--- config.mk ---
export PLATFORM = sky130hd
export DESIGN_NAME = vpmw_ctrl
export DESIGN_NICKNAME = d
export VERILOG_FILES = /design/src/vpmw_pkg.sv /design/src/vpmw_ctrl.sv
export SDC_FILE = /design/constraint.sdc
export NUM_CORES = 1
export LEC_CHECK = 0
export BUFFER_PORTS_ARGS = -buffer_cell sky130_fd_sc_hd__buf_2
export CELL_PAD_IN_SITES_DETAIL_PLACEMENT = 1
export CELL_PAD_IN_SITES_GLOBAL_PLACEMENT = 2
export CORE_UTILIZATION = 21
export CTS_CLUSTER_DIAMETER = 100
export CTS_CLUSTER_SIZE = 10
export DETAILED_ROUTE_END_ITERATION = 8
export PLACE_DENSITY = 0.74
export SYNTH_ARGS = -nofsm -noshare
export SYNTH_HDL_FRONTEND = slang
export SYNTH_SLANG_ARGS = --single-unit
--- constraint.sdc ---
create_clock -name clk -period 1.8 [get_ports clk]
set_input_delay 0.54 -clock clk [delete_from_list [all_inputs] [get_ports clk]]
set_output_delay 0.54 -clock clk [all_outputs]
set_load 0.01 [all_outputs]
--- src/vpmw_pkg.sv ---
// Shared types, codes and byte functions of the VGA planar memory block.
package vpmw_pkg;

    localparam int PLANE_DEPTH_DEF = 65536;
    localparam int NUM_PLANES      = 4;

    // Access codes carried on the command field.
    localparam logic CMD_READ  = 1'b0;
    localparam logic CMD_WRITE = 1'b1;

    // Configuration register indexes.
    localparam logic [2:0] REG_SET_RESET        = 3'd0;
    localparam logic [2:0] REG_ENABLE_SET_RESET = 3'd1;
    localparam logic [2:0] REG_ROTATE_COUNT     = 3'd2;
    localparam logic [2:0] REG_LOGIC_FUNCTION   = 3'd3;
    localparam logic [2:0] REG_WRITE_MODE       = 3'd4;
    localparam logic [2:0] REG_READ_PLANE       = 3'd5;
    localparam logic [2:0] REG_WRITE_MASK       = 3'd6;
    localparam logic [2:0] REG_PLANE_ENABLE     = 3'd7;

    localparam logic [7:0] WRITE_MASK_RST   = 8'hFF;
    localparam logic [3:0] PLANE_ENABLE_RST = 4'hF;

    // Write modes.
    localparam logic [1:0] WMODE_0 = 2'd0;
    localparam logic [1:0] WMODE_1 = 2'd1;
    localparam logic [1:0] WMODE_2 = 2'd2;
    localparam logic [1:0] WMODE_3 = 2'd3;

    // Logic functions applied against the latch byte.
    localparam logic [1:0] LF_PASS = 2'd0;
    localparam logic [1:0] LF_AND  = 2'd1;
    localparam logic [1:0] LF_OR   = 2'd2;
    localparam logic [1:0] LF_XOR  = 2'd3;

    typedef enum logic [1:0] {
        ST_CLEAR = 2'b01,
        ST_RUN   = 2'b10
    } state_t;

    typedef struct packed {
        logic clear_wr;
        logic mem_rd;
        logic mem_wr;
        logic latch_fwd;
        logic latch_load;
        logic out_load;
        logic out_zero;
    } ctrl_cmd_t;

    typedef struct packed {
        logic clear_last;
    } dp_status_t;

    function automatic logic [7:0] rot_right(input logic [7:0] d, input logic [2:0] r);
        logic [15:0] dd;
        dd = {d, d} >> r;
        return dd[7:0];
    endfunction

    function automatic logic [7:0] alu_byte(input logic [1:0] lf, input logic [7:0] v,
                                            input logic [7:0] lat);
        logic [7:0] res;
        case (lf)
            LF_AND:  res = v & lat;
            LF_OR:   res = v | lat;
            LF_XOR:  res = v ^ lat;
            default: res = v;
        endcase
        return res;
    endfunction

    // New byte of one plane for a write, merged with the latch byte.
    function automatic logic [7:0] plane_byte(input logic [1:0] mode, input logic [1:0] lf,
                                              input logic sr_bit, input logic esr_bit,
                                              input logic data_bit, input logic [7:0] rd,
                                              input logic [7:0] mask,
                                              input logic [7:0] lat);
        logic [7:0] nb;
        logic [7:0] msk;
        msk = mask;
        case (mode)
            WMODE_0:
            begin
                nb = alu_byte(lf, esr_bit ? {8{sr_bit}} : rd, lat);
            end
            WMODE_1:
            begin
                nb  = lat;
                msk = 8'hFF;
            end
            WMODE_2:
            begin
                nb = alu_byte(lf, {8{data_bit}}, lat);
            end
            default:
            begin
                nb  = alu_byte(lf, {8{sr_bit}}, lat);
                msk = rd & mask;
            end
        endcase
        return (nb & msk) | (lat & ~msk);
    endfunction

endpackage

--- src/vpmw_ctrl.sv ---
// Controller: clearing sequence, access pipeline and output handshake.
module vpmw_ctrl
    import vpmw_pkg::*;
(
    input  logic       clk,
    input  logic       rst_n,
    input  logic       in_valid,
    output logic       in_stall,
    input  logic       command,
    output logic       out_valid,
    input  logic       out_stall,
    input  dp_status_t status,
    output ctrl_cmd_t  cmd
);

    state_t state_reg, state_next;
    logic   s1_valid_reg, s1_valid_next;
    logic   s1_write_reg, s1_write_next;
    logic   out_valid_reg, out_valid_next;
    logic   s1_adv;
    logic   acc;

    assign s1_adv   = s1_valid_reg && (!out_valid_reg || !out_stall);
    assign in_stall = (state_reg != ST_RUN) || (s1_valid_reg && !s1_adv);
    assign acc      = in_valid && !in_stall;

    always_comb
    begin
        state_next = state_reg;
        case (state_reg)
            ST_CLEAR:
            begin
                if (status.clear_last)
                begin
                    state_next = ST_RUN;
                end
            end
            ST_RUN:
            begin
                state_next = ST_RUN;
            end
            default:
            begin
                state_next = ST_CLEAR;
            end
        endcase
    end

    always_comb
    begin
        s1_valid_next  = s1_valid_reg;
        s1_write_next  = s1_write_reg;
        out_valid_next = out_valid_reg && out_stall;
        if (s1_adv)
        begin
            s1_valid_next  = 1'b0;
            out_valid_next = 1'b1;
        end
        if (acc)
        begin
            s1_valid_next = 1'b1;
            s1_write_next = command;
        end
    end

    always_comb
    begin
        cmd.clear_wr   = (state_reg == ST_CLEAR);
        cmd.mem_rd     = acc && (command == CMD_READ);
        cmd.mem_wr     = acc && (command == CMD_WRITE);
        cmd.latch_fwd  = s1_valid_reg && (s1_write_reg == CMD_READ);
        cmd.latch_load = s1_adv && (s1_write_reg == CMD_READ);
        cmd.out_load   = s1_adv;
        cmd.out_zero   = (s1_write_reg == CMD_WRITE);
    end

    assign out_valid = out_valid_reg;

    always_ff @(posedge clk or negedge rst_n)
    begin
        if (!rst_n)
        begin
            state_reg     <= ST_CLEAR;
            s1_valid_reg  <= 1'b0;
            s1_write_reg  <= CMD_READ;
            out_valid_reg <= 1'b0;
        end
        else
        begin
            state_reg     <= state_next;
            s1_valid_reg  <= s1_valid_next;
            s1_write_reg  <= s1_write_next;
            out_valid_reg <= out_valid_next;
        end
    end

    // No transfer may be taken while the memory is being cleared.
    a_no_accept_in_clear: assert property (@(posedge clk) disable iff (!rst_n)
        (state_reg == ST_CLEAR) |-> in_stall)
        else $error("input transfer possible during memory clear");

    // An item in the memory stage is never dropped while the output is blocked.
    a_s1_held: assert property (@(posedge clk) disable iff (!rst_n)
        (s1_valid_reg && out_valid_reg && out_stall) |=> s1_valid_reg)
        else $error("memory stage item lost under output stall");

    // Every accepted item occupies the memory stage in the next cycle.
    a_accept_fills_s1: assert property (@(posedge clk) disable iff (!rst_n)
        acc |=> s1_valid_reg)
        else $error("accepted item missing from memory stage");

endmodule

* Word-level counts from Yosys, hierarchy flattened
Cells that the tools add are included.
Storage, ports and cells: bits in registers 5, input bits 6, logic and storage cells 30
Cells by class: equality and inequality tests 4, muxes and demuxes 5, bitwise operators 2, reduce and logical (&&, ||, !) cells 15
Operators by type and width (count):
- 1-bit logical AND | 8
- 1-bit zero test | 4
- 2-bit != test, second input constant | 2
- 2-bit one-hot mux with 2 select lines | 1
- 1-bit two-way mux | 3
- 2-bit by 1-bit == test with 1-bit output, second input constant | 1
- 2-bit == test, second input constant | 1
- 1-bit logical OR | 2
- 2-bit two-way mux | 1
- 1-bit NOT | 2
- 2-bit nonzero test | 1

* Logic depth before layout (Yosys ltp)
Gate-level depths: netlist of run 1.
depth after elaboration 9, depth in mapped cells 5, mapped depth without buffers 5

* Worst setup path after synthesis of run 1
Ideal clock, no wire load.
path kind register to output, start point register state_reg[0], end point output port cmd[4] (netlist bit), arrival 930 ps, required time 1260 ps, path slack 330 ps, cell stages (with the launch flop) 4, buffers on the path 0, cell sequence dfstp_2 inv_1 ha_1 and4_4
RTL lines:
- from (decl) | RTL line vpmw_ctrl.sv:16 | state_t state_reg, state_next;
- from (signal assigned) | RTL line vpmw_ctrl.sv:90 | state_reg <= state_next;
- to (decl) | RTL line vpmw_ctrl.sv:13 | output ctrl_cmd_t cmd

==> results.md, run 1 <==
- The utilization after layout is 35.8%.
- The die covers 0.00145 sq mm.
- The critical path contains buffers and inverters numbering 2 combined.
- OpenSTA, run right after detailed placement, puts the worst setup slack at 160 ps.
- After the first detailed-routing iteration, the DRC count stood at 1.
- In this run switching power makes up 26.0% of total power.
- The headroom to the max-slew limit is 90.6%.
- The portion of total power attributed to the clock network is 41.3%.
- The H-tree depth is 1.
- The repair_antennas step left the layout with diodes totalling 0.
- The x dimension of the die is 38.1 microns.
- IR analysis of the VDD net gives a maximum drop of 0.230 mV.
- The number of storage elements in the synthesis netlist is 5.
- After synthesis, the largest family of logic cells by area is simple AND/OR/NAND/NOR gates.
- The area added between synthesis and finish is 51.1%.
- After detailed routing, the average wire length per cell comes to 11.9 microns.
- Counting the buffers created by CTS gives 3.
- In the routed design, unresolved DRC markers number 0.
- The reg-to-reg critical path startpoint is state_reg[0]$_DFFE_PN1P_.
- The worst hold margin is 114 ps.
- The share of synthesized flip-flops with an asynchronous set or reset is 100%.
- Detailed placement ended at an HPWL of 575 microns.
- The path class of the lowest-slack min-delay path is in -> async.
- In the final layout, the share of cells above drive strength 1 is 56.5%.
- The final-report max-slew violation count came to 0.
- The initial utilization of the core area, before any placement, comes to 23.7%.
- The number of flip-flops under the largest register name is 2.
- During synthesis, Yosys emitted a total of 0 warnings.
- The count of nets left with antenna violations once routing finished came out at 0.
- The overall overflow remaining after global route is 0.
- The sequential area share after synthesis is 46.1%.
- Across all setup checks in the final design, the least slack found is 15.1 ps.
- The synthesized design devotes to its leading area cell type 36.5% of total area.
- The first global-routing pass estimated 1100 microns of wire.
- The count of buffers added on input and output ports is 14.
- The post-synthesis cell type with the largest combined area is sky130_fd_sc_hd__dfrtp_1.
- The kind of capture point of the worst setup path is an output pin.
- The post-synth net total is 36.
- After clock tree synthesis, the clock-pin slew on the worst setup and hold paths is 50 ps.
- The placer's final routability congestion estimate is 0.680.
- The floorplan core area is 0.00116 sq mm.
- Summing the areas of all xor and xnor instances in the mapped netlist gives 0% of the synthesized area.
- During I/O placement, the number of pins put on the boundary was 15.
- Counting distinct cell types in the post-synthesis netlist gives 16.
- Of the total synthesized cell area, the portion taken by full adders, half adders and majority gates is 9.13%.
- The number of sinks on the clock net is 5.
- In this run, flip-flops and latches consume 40.0% of the power.
- The top routing layer in use is met3.
- The floorplan die height is 38.1 microns.
- The post-layout net count is 55.
- Power spread over the standard cell area amounts to 755 mW/mm^2.
- The maximum clock skew at final layout is 1.54 ps.
- The via density per instance is 4.22.
- The total number of vias is 253.
- For the pin with the worst max-slew slack, the measured transition is 139 ps.
- TritonCTS built the clock tree.
- The mapped netlist covers 274 sq um.
- The data required time at the worst endpoint is 1260 ps.
- Walking the worst path, the cells encountered are inv_2, ha_4, and4_4, buf_6.
- The sort of element at the start of the critical path is a flop.
- The prevailing post-synth register cell is sky130_fd_sc_hd__dfrtp_1.
- The worst setup path is of the reg -> out kind.
- For this run, the total global-route usage over all layers was measured as 11.8%.
- The via count of the first global-routing pass is 272.
- The routed design uses 400 microns of met2 wire.
- The buffer type at the clock tree root is sky130_fd_sc_hd__clkbuf_4.
- The pin count of the biggest net entering global routing is 6.
- Timing would allow up to 560 MHz.
- The flow ran to the end, and the final reports show no timing, DRC or antenna violations.
- Summed over all nets, the switching power comes to 0.0812 mW.
- The worst register-to-register path ends at state_reg[1]$_DFFE_PN0P_.
- The final number of hold-violating endpoints is 0.
- The cell row count is 12.
- In this run the mean area of a mapped cell was 9.79 sq um.
- The logic gate share of total power is 18.8%.
- Setup violations remaining at the end of the flow were counted as 0.
- The worst register-to-register path has a depth of 4.
- Summing the areas of all compound-gate instances in the mapped netlist gives 7.31% of the synthesized area.
- The slowest stage of the critical path belongs to the cell sky130_fd_sc_hd__dfstp_2.
- The proportion of synthesized area in mux cells is 0%.
- Among cell families on the critical path, the largest total delay comes from flip-flops.
- The number of instances in the synthesized netlist is 28.
- The clock passes through at most 2 buffers.
- The routed design uses 37 microns of met3 wire.
- For the worst setup path, the data arrival time is 1240 ps.
- Setup repair after global routing could not meet its margin everywhere.
- The detailed router put a total of 274 microns of wire on met1.
- By count the netlist is led by 5 x sky130_fd_sc_hd__nand2_1, 4 x sky130_fd_sc_hd__dfrtp_1.
- The number of antenna violations at the first check in global routing came to 0.
- The clock period minus final worst setup slack is 1780 ps.
- The most frequently used cell type in the post-synthesis netlist is sky130_fd_sc_hd__nand2_1.
- Ranked by total cell area, the synthesized netlist is headed by sky130_fd_sc_hd__dfrtp_1 37%, sky130_fd_sc_hd__dfstp_2 9.6%, sky130_fd_sc_hd__ha_1 9.1%.
- Along the worst path, the maximum fanout reaches 4.
- The fraction of the cycle the final worst path needs is 99.2%.
- The total length of routed wires is 712 microns.
- The fill cell instance count of the final layout is 144.
- The first detailed-routing pass ran for 2 iterations.
- The clock insertion delay at the later pin of the skew report is 240 ps.
- The worst setup slack for register-to-register paths is 640 ps.
- The delay of the slowest cell on the worst path is 530 ps.
- The total of max-cap violations is 0.
- After Yosys synthesis, and, or, nand and nor cells account for 29.2% of the synthesized area.
- For this design the static power due to leakage is 0.224 nW.
- Internal power comes to 0.231 mW.
- The synthesized design contains 0 enable-type register cells.
==> power by group through the flow <==
stage | sequential (mW) | clock, mW | combinational [mW]
2_1_floorplan | 0.126 | 0 | 0.0340
3_3_place_gp | 0.126 | 0 | 0.0528
3_5_place_dp | 0.127 | 0 | 0.0559
4_1_cts | 0.125 | 0.135 | 0.0588
5_1_grt | 0.126 | 0.150 | 0.0647
6_report | 0.125 | 0.129 | 0.0586
==> metrics by stage <==
step           instance area [sq um]  std cells  power [mW]  setup TNS, ps
6_report                         414         60       0.313              0
3_3_place_gp                     347         54       0.179              0
3_5_place_dp                     347         54       0.183              0
5_1_grt                          414         60       0.341          -35.6
2_1_floorplan                    274         28       0.160              0
4_1_cts                          404         59       0.319              0
==> layout by cell type, fill, tap and decap left out <==
cell                       synthesis  layout
sky130_fd_sc_hd__a21o_1            1       1
sky130_fd_sc_hd__and2_1            2       2
sky130_fd_sc_hd__and4_4            1       1
sky130_fd_sc_hd__buf_2             0      13
sky130_fd_sc_hd__buf_4             2       2
sky130_fd_sc_hd__buf_6             0       1
sky130_fd_sc_hd__clkbuf_1          0       1
sky130_fd_sc_hd__clkbuf_4          0       3
sky130_fd_sc_hd__dfrtp_1           4       4
sky130_fd_sc_hd__dfstp_2           1       1
sky130_fd_sc_hd__ha_1              2       1
sky130_fd_sc_hd__ha_4              0       1
sky130_fd_sc_hd__inv_1             2       1
sky130_fd_sc_hd__inv_2             0       1
sky130_fd_sc_hd__nand2_1           5       5
sky130_fd_sc_hd__nand2b_1          2       2
sky130_fd_sc_hd__nand3_2           1       2
sky130_fd_sc_hd__nor2_2            0       1
sky130_fd_sc_hd__nor2b_1           1       1
sky130_fd_sc_hd__o21a_1            1       1
sky130_fd_sc_hd__o21ai_0           1       1
==> worst register-to-register path, delay by kind of cell, from the launching register on <==
kind	cells	cell delay, ps
AOI/OAI and AO/OA	1	170
adders and majority gates	1	150
buffers and inverters	1	100
and+or+nand+nor	1	90
DFF	1	530
==> worst max-delay path by stage <==
stage,startpoint,end,slack [ps],cells after the start
6_report,state_reg[0]$_DFFE_PN1P_,cmd[4],20,4
5_1_grt,state_reg[0]$_DFFE_PN1P_,cmd[4],-20,4
4_1_cts,state_reg[0]$_DFFE_PN1P_,cmd[4],9,4
3_5_place_dp,out_stall,cmd[5],160,5
3_3_place_gp,out_stall,cmd[4],170,4
2_1_floorplan,state_reg[0]$_DFFE_PN1P_,cmd[4],330,3
==> cell type report <==
class,instances,area (sq um),area share [%]
clock buffers,4,26.3,6.34
inverters,2,7.51,1.81
multi-input cells,19,145,35.0
flip-flops and latches,5,126,30.5
well taps,14,17.5,4.23
repair buffers,16,91.3,22.1
==> kinds of logic (layout without fill, tap and decap cells) <==
kind of cell             Yosys count  count (layout)
AO/OA/AOI/OAI                      3               3
flip-flops                         5               5
AND/OR/NAND/NOR                   14              14
adder cells (fa/ha/maj)            2               2
buffers and inverters              4              22
==> metal layers <==
layer | vias to the layer above | global-route usage [%]
li1 | 126 | -
met2 | 10 | 22.9
met1 | 117 | 10.8
met5 | - | 0
met4 | 0 | 5.36
met3 | 0 | 3.49
==> what timing repair did <==
item                                    4_1_cts  5_1_grt
endpoints found under the setup margin        2        2
gates resized for setup                       5        1
hold endpoints to repair                      0        0
buffers inserted                              1        1
hold buffers                                  0        0
No activity file was read; power rests on OpenSTA's default activity.
==> run 2: changes to the inputs <==
--- a/config.mk
+++ b/config.mk
@@ -13,6 +13,7 @@
 export CTS_CLUSTER_SIZE = 10
 export DETAILED_ROUTE_END_ITERATION = 8
 export PLACE_DENSITY = 0.74
+export REMOVE_ABC_BUFFERS = 1
 export SYNTH_ARGS = -nofsm -noshare
 export SYNTH_HDL_FRONTEND = slang
 export SYNTH_SLANG_ARGS = --single-unit
==> constraint.sdc (replaced) <==
create_clock -name clk -period 2 [get_ports clk]
set_input_delay 0.6 -clock clk [delete_from_list [all_inputs] [get_ports clk]]
set_output_delay 0.6 -clock clk [all_outputs]
set_load 0.01 [all_outputs]
==> run 2 against run 1 <==
Against the previous run: cell area is 8.2% lower; register-to-register slack better by 180 ps; worst setup slack better by 84 ps; flip-flop and latch count stayed put; cell count is 3.3% lower; highest routed layer unchanged.
==> results.md, run 2 (same netlist as run 1, synthesis figures left out) <==
- The run finished with clean final reports.
- The combined global-route utilization of all metal layers was 9.89% (-1.9 points).
- Leaving out fill and tap cells, the most frequent cells in the layout are 14 x sky130_fd_sc_hd__buf_2, 5 x sky130_fd_sc_hd__nand2_1, 4 x sky130_fd_sc_hd__dfrtp_1.
- The area occupied by registers is 126 sq um (unchanged).
- The detailed-placement wirelength estimate is 525 microns (-8.7%).
- STA classifies the critical path endpoint as an output pin.
- The maximum clock skew at final layout is 5.00 ps (+3.46 ps).
- The floorplan die height is 38.1 microns (unchanged).
- The final worst setup slack is 99.2 ps (+84.1 ps).
- The cell row count was 12 (unchanged).
- The clock period could shrink to 1900 ps.
- TritonCTS built the clock tree.
- The number of sinks on the clock net came to 5 (unchanged).
- The final number of hold-violating endpoints is 0 (unchanged).
- The delay of the slowest cell on the worst path is 520 ps (about the same).
- The static leakage is 0.210 nW (-6.0%).
- The number of antenna violations at the first check in global routing came to 0 (unchanged).
- The transition time at the pin with the least slew margin came to 132 ps (-7.08 ps).
- The post-layout net count is 53 (-3.6%).
- The final-layout setup total negative slack is 0 ps (unchanged).
- The pin count of the biggest net entering global routing is 6 (unchanged).
- The total I/O pin count came to 15 (unchanged).
- The critical path goes through inv_1, ha_2, and4_4, buf_2.
- Setup repair after global routing left no endpoint under its margin.
- The fraction of final layout cells with drive strength greater than 1 came to 50.0% (-6.5 points).
- The path class of the lowest-slack min-delay path is in -> async.
- Static timing analysis puts the maximum clock frequency at 526 MHz.
- The via count of the first global-routing pass is 227 (-17%).
- The starting utilization of the core area is 23.7% (unchanged).
- The buffer type at the clock tree root is sky130_fd_sc_hd__clkbuf_4.
- The number of diodes added for antenna fixing is 0 (unchanged).
- The overall overflow remaining after global route is 0 (unchanged).
- The cts-stage hold buffer count is 0 (unchanged).
- The fraction of the cycle the final worst path needs is 95.0%.
- The buffer depth of the longest clock path was 2 (unchanged).
- The total non-filler cell area in the finished layout is 380 sq um (-8.2%).
- The number of iterations in the first detailed-routing pass is 2 (unchanged).
- The H-tree depth is 1 (unchanged).
- By startpoint and endpoint, the worst setup path is classified as reg -> out.
- The sort of element at the start of the critical path is a flop.
- The slowest stage of the critical path belongs to the cell sky130_fd_sc_hd__dfstp_2.
- The headroom to the max-slew limit is 91.1% (+0.48 points).
- The total number of vias is 249 (-1.6%).
- The most common library cell in the layout ignoring fill and taps is sky130_fd_sc_hd__buf_2.
- The x dimension of the die is 38.1 microns (unchanged).
- The average wire per cell in the routed design is 10.1 microns (-15%).
- The die area is 0.00145 sq mm (unchanged).
- The via density per instance is 4.29 (+1.8%).
- The count of nets left with antenna violations after detail routing was 0 (unchanged).
- The fill cell instance count of the final layout is 158 (+9.7%).
- The count of input and output buffers came to 14 (unchanged).
- The final setup violation count was 0 (unchanged).
- The placed cell count is 54 (unchanged).
- The placer's final routability congestion estimate is 0.650 (-4.4%).
- The number of buffers created by CTS was 3 (unchanged).
- The final-report max-slew violation count is 0 (unchanged).
- The floorplan core area came to 0.00116 sq mm (unchanged).
- The data required time at the worst endpoint was 1400 ps (+140 ps).
- The number of flip-flops under the largest register name is 2 (unchanged).
- The clock-pin slew on the worst setup and hold paths was 50 ps (about the same).
- The wire length of the first global-routing pass is 903 microns (-18%).
- The final non-filler cell total is 58 (-3.3%).
- The pre-CTS worst setup slack is 243 ps (+83.6 ps).
- The peak supply drop came to 0.254 mV (+11%).
- The clock insertion delay at the later pin of the skew report is 240 ps (about the same).
- The endpoint arrival time on the critical path is 1300 ps (+60 ps).
- The area added between synthesis and finish is 38.8%.
- The placement-stage cell area was 347 sq um (unchanged).
- The area occupied by multi-input gates is 133 sq um (-8.6%).
- The total of max-cap violations is 0 (unchanged).
- The total length of routed wires is 583 microns (-18%).
- The largest fanout on the critical path is 4 (unchanged).
- The power per unit of standard cell area was 723 mW/mm^2 (-4.2%).
- The worst hold margin came to 171 ps (+57.1 ps).
- The worst setup slack for register-to-register paths is 820 ps (+180 ps).
- The count of unresolved DRC violations after routing is 0 (unchanged).
- The count of routing violations after the opening detailed-route iteration is 3 (+2).
[run 2: cell count changes in the layout (fill, tap and decap cells not counted)]
cell and delta:
sky130_fd_sc_hd__nor2_1 +1, sky130_fd_sc_hd__inv_2 -1, sky130_fd_sc_hd__nor2_2 -1, sky130_fd_sc_hd__inv_1 +1
sky130_fd_sc_hd__buf_4 -2, sky130_fd_sc_hd__ha_2 +1, sky130_fd_sc_hd__buf_2 +1, sky130_fd_sc_hd__ha_4 -1
sky130_fd_sc_hd__buf_6 -1
[run 2: stage by stage]
stage	utilization (%)	total power, mW
final	32.9	0.275
after CTS	32.3	0.281
after global routing	32.9	0.295
after global placement	30.0	0.162
after floorplan	-	0.138
after detailed placement	30.0	0.163
[run 2: area by class of cell]
type	instances	area share [%]
Multi-Input combinational cell	19	34.9
Sequential cell	5	33.2
Timing Repair Buffer	14	18.4
Clock buffer	4	6.91
Tap cell	14	4.61
Inverter	2	1.97
[run 2: path summary, 6_finish.rpt]
check	startpoint	to	depth (start not counted)
worst max-delay path	state_reg[0]$_DFFE_PN1P_	cmd[4]	4
worst min-delay path	rst_n	s1_write_reg$_DFFE_PN0P_	1
worst max register to register	state_reg[0]$_DFFE_PN1P_	s1_write_reg$_DFFE_PN0P_	4
worst min register to register	s1_write_reg$_DFFE_PN0P_	s1_write_reg$_DFFE_PN0P_	1
max in group asynchronous	rst_n	state_reg[0]$_DFFE_PN1P_	1
min in group clk	s1_write_reg$_DFFE_PN0P_	s1_write_reg$_DFFE_PN0P_	1
[run 2: power by group]
group / internal [mW] / switching [mW]
sequential: 0.107 / 0.00462
combinational: 0.0237 / 0.0255
clock: 0.0753 / 0.0383
[run 2: worst max-delay path, delay by kind of cell (launching register included)]
kind                       cells  cell delay, ps
adders and majority gates      1             200
buffers and inverters          2             180
DFF                            1             520
and+or+nand+nor                1             150
[run 2: metal layers]
metal | up-vias | wire [microns] | global-route usage, %
met4 | 0 | 0 | 5.36
met3 | 0 | 45 | 5.23
li1 | 121 | - | -
met2 | 10 | 315 | 16.5
met5 | - | 0 | 0
met1 | 118 | 222 | 9.68
[run 2: repair_timing]
action / 4_1_cts / 5_1_grt
resized for setup: 0 / 2
endpoints found under the setup margin: 0 / 1
endpoints found under the hold margin: 0 / 0
setup buffers: 0 / 0
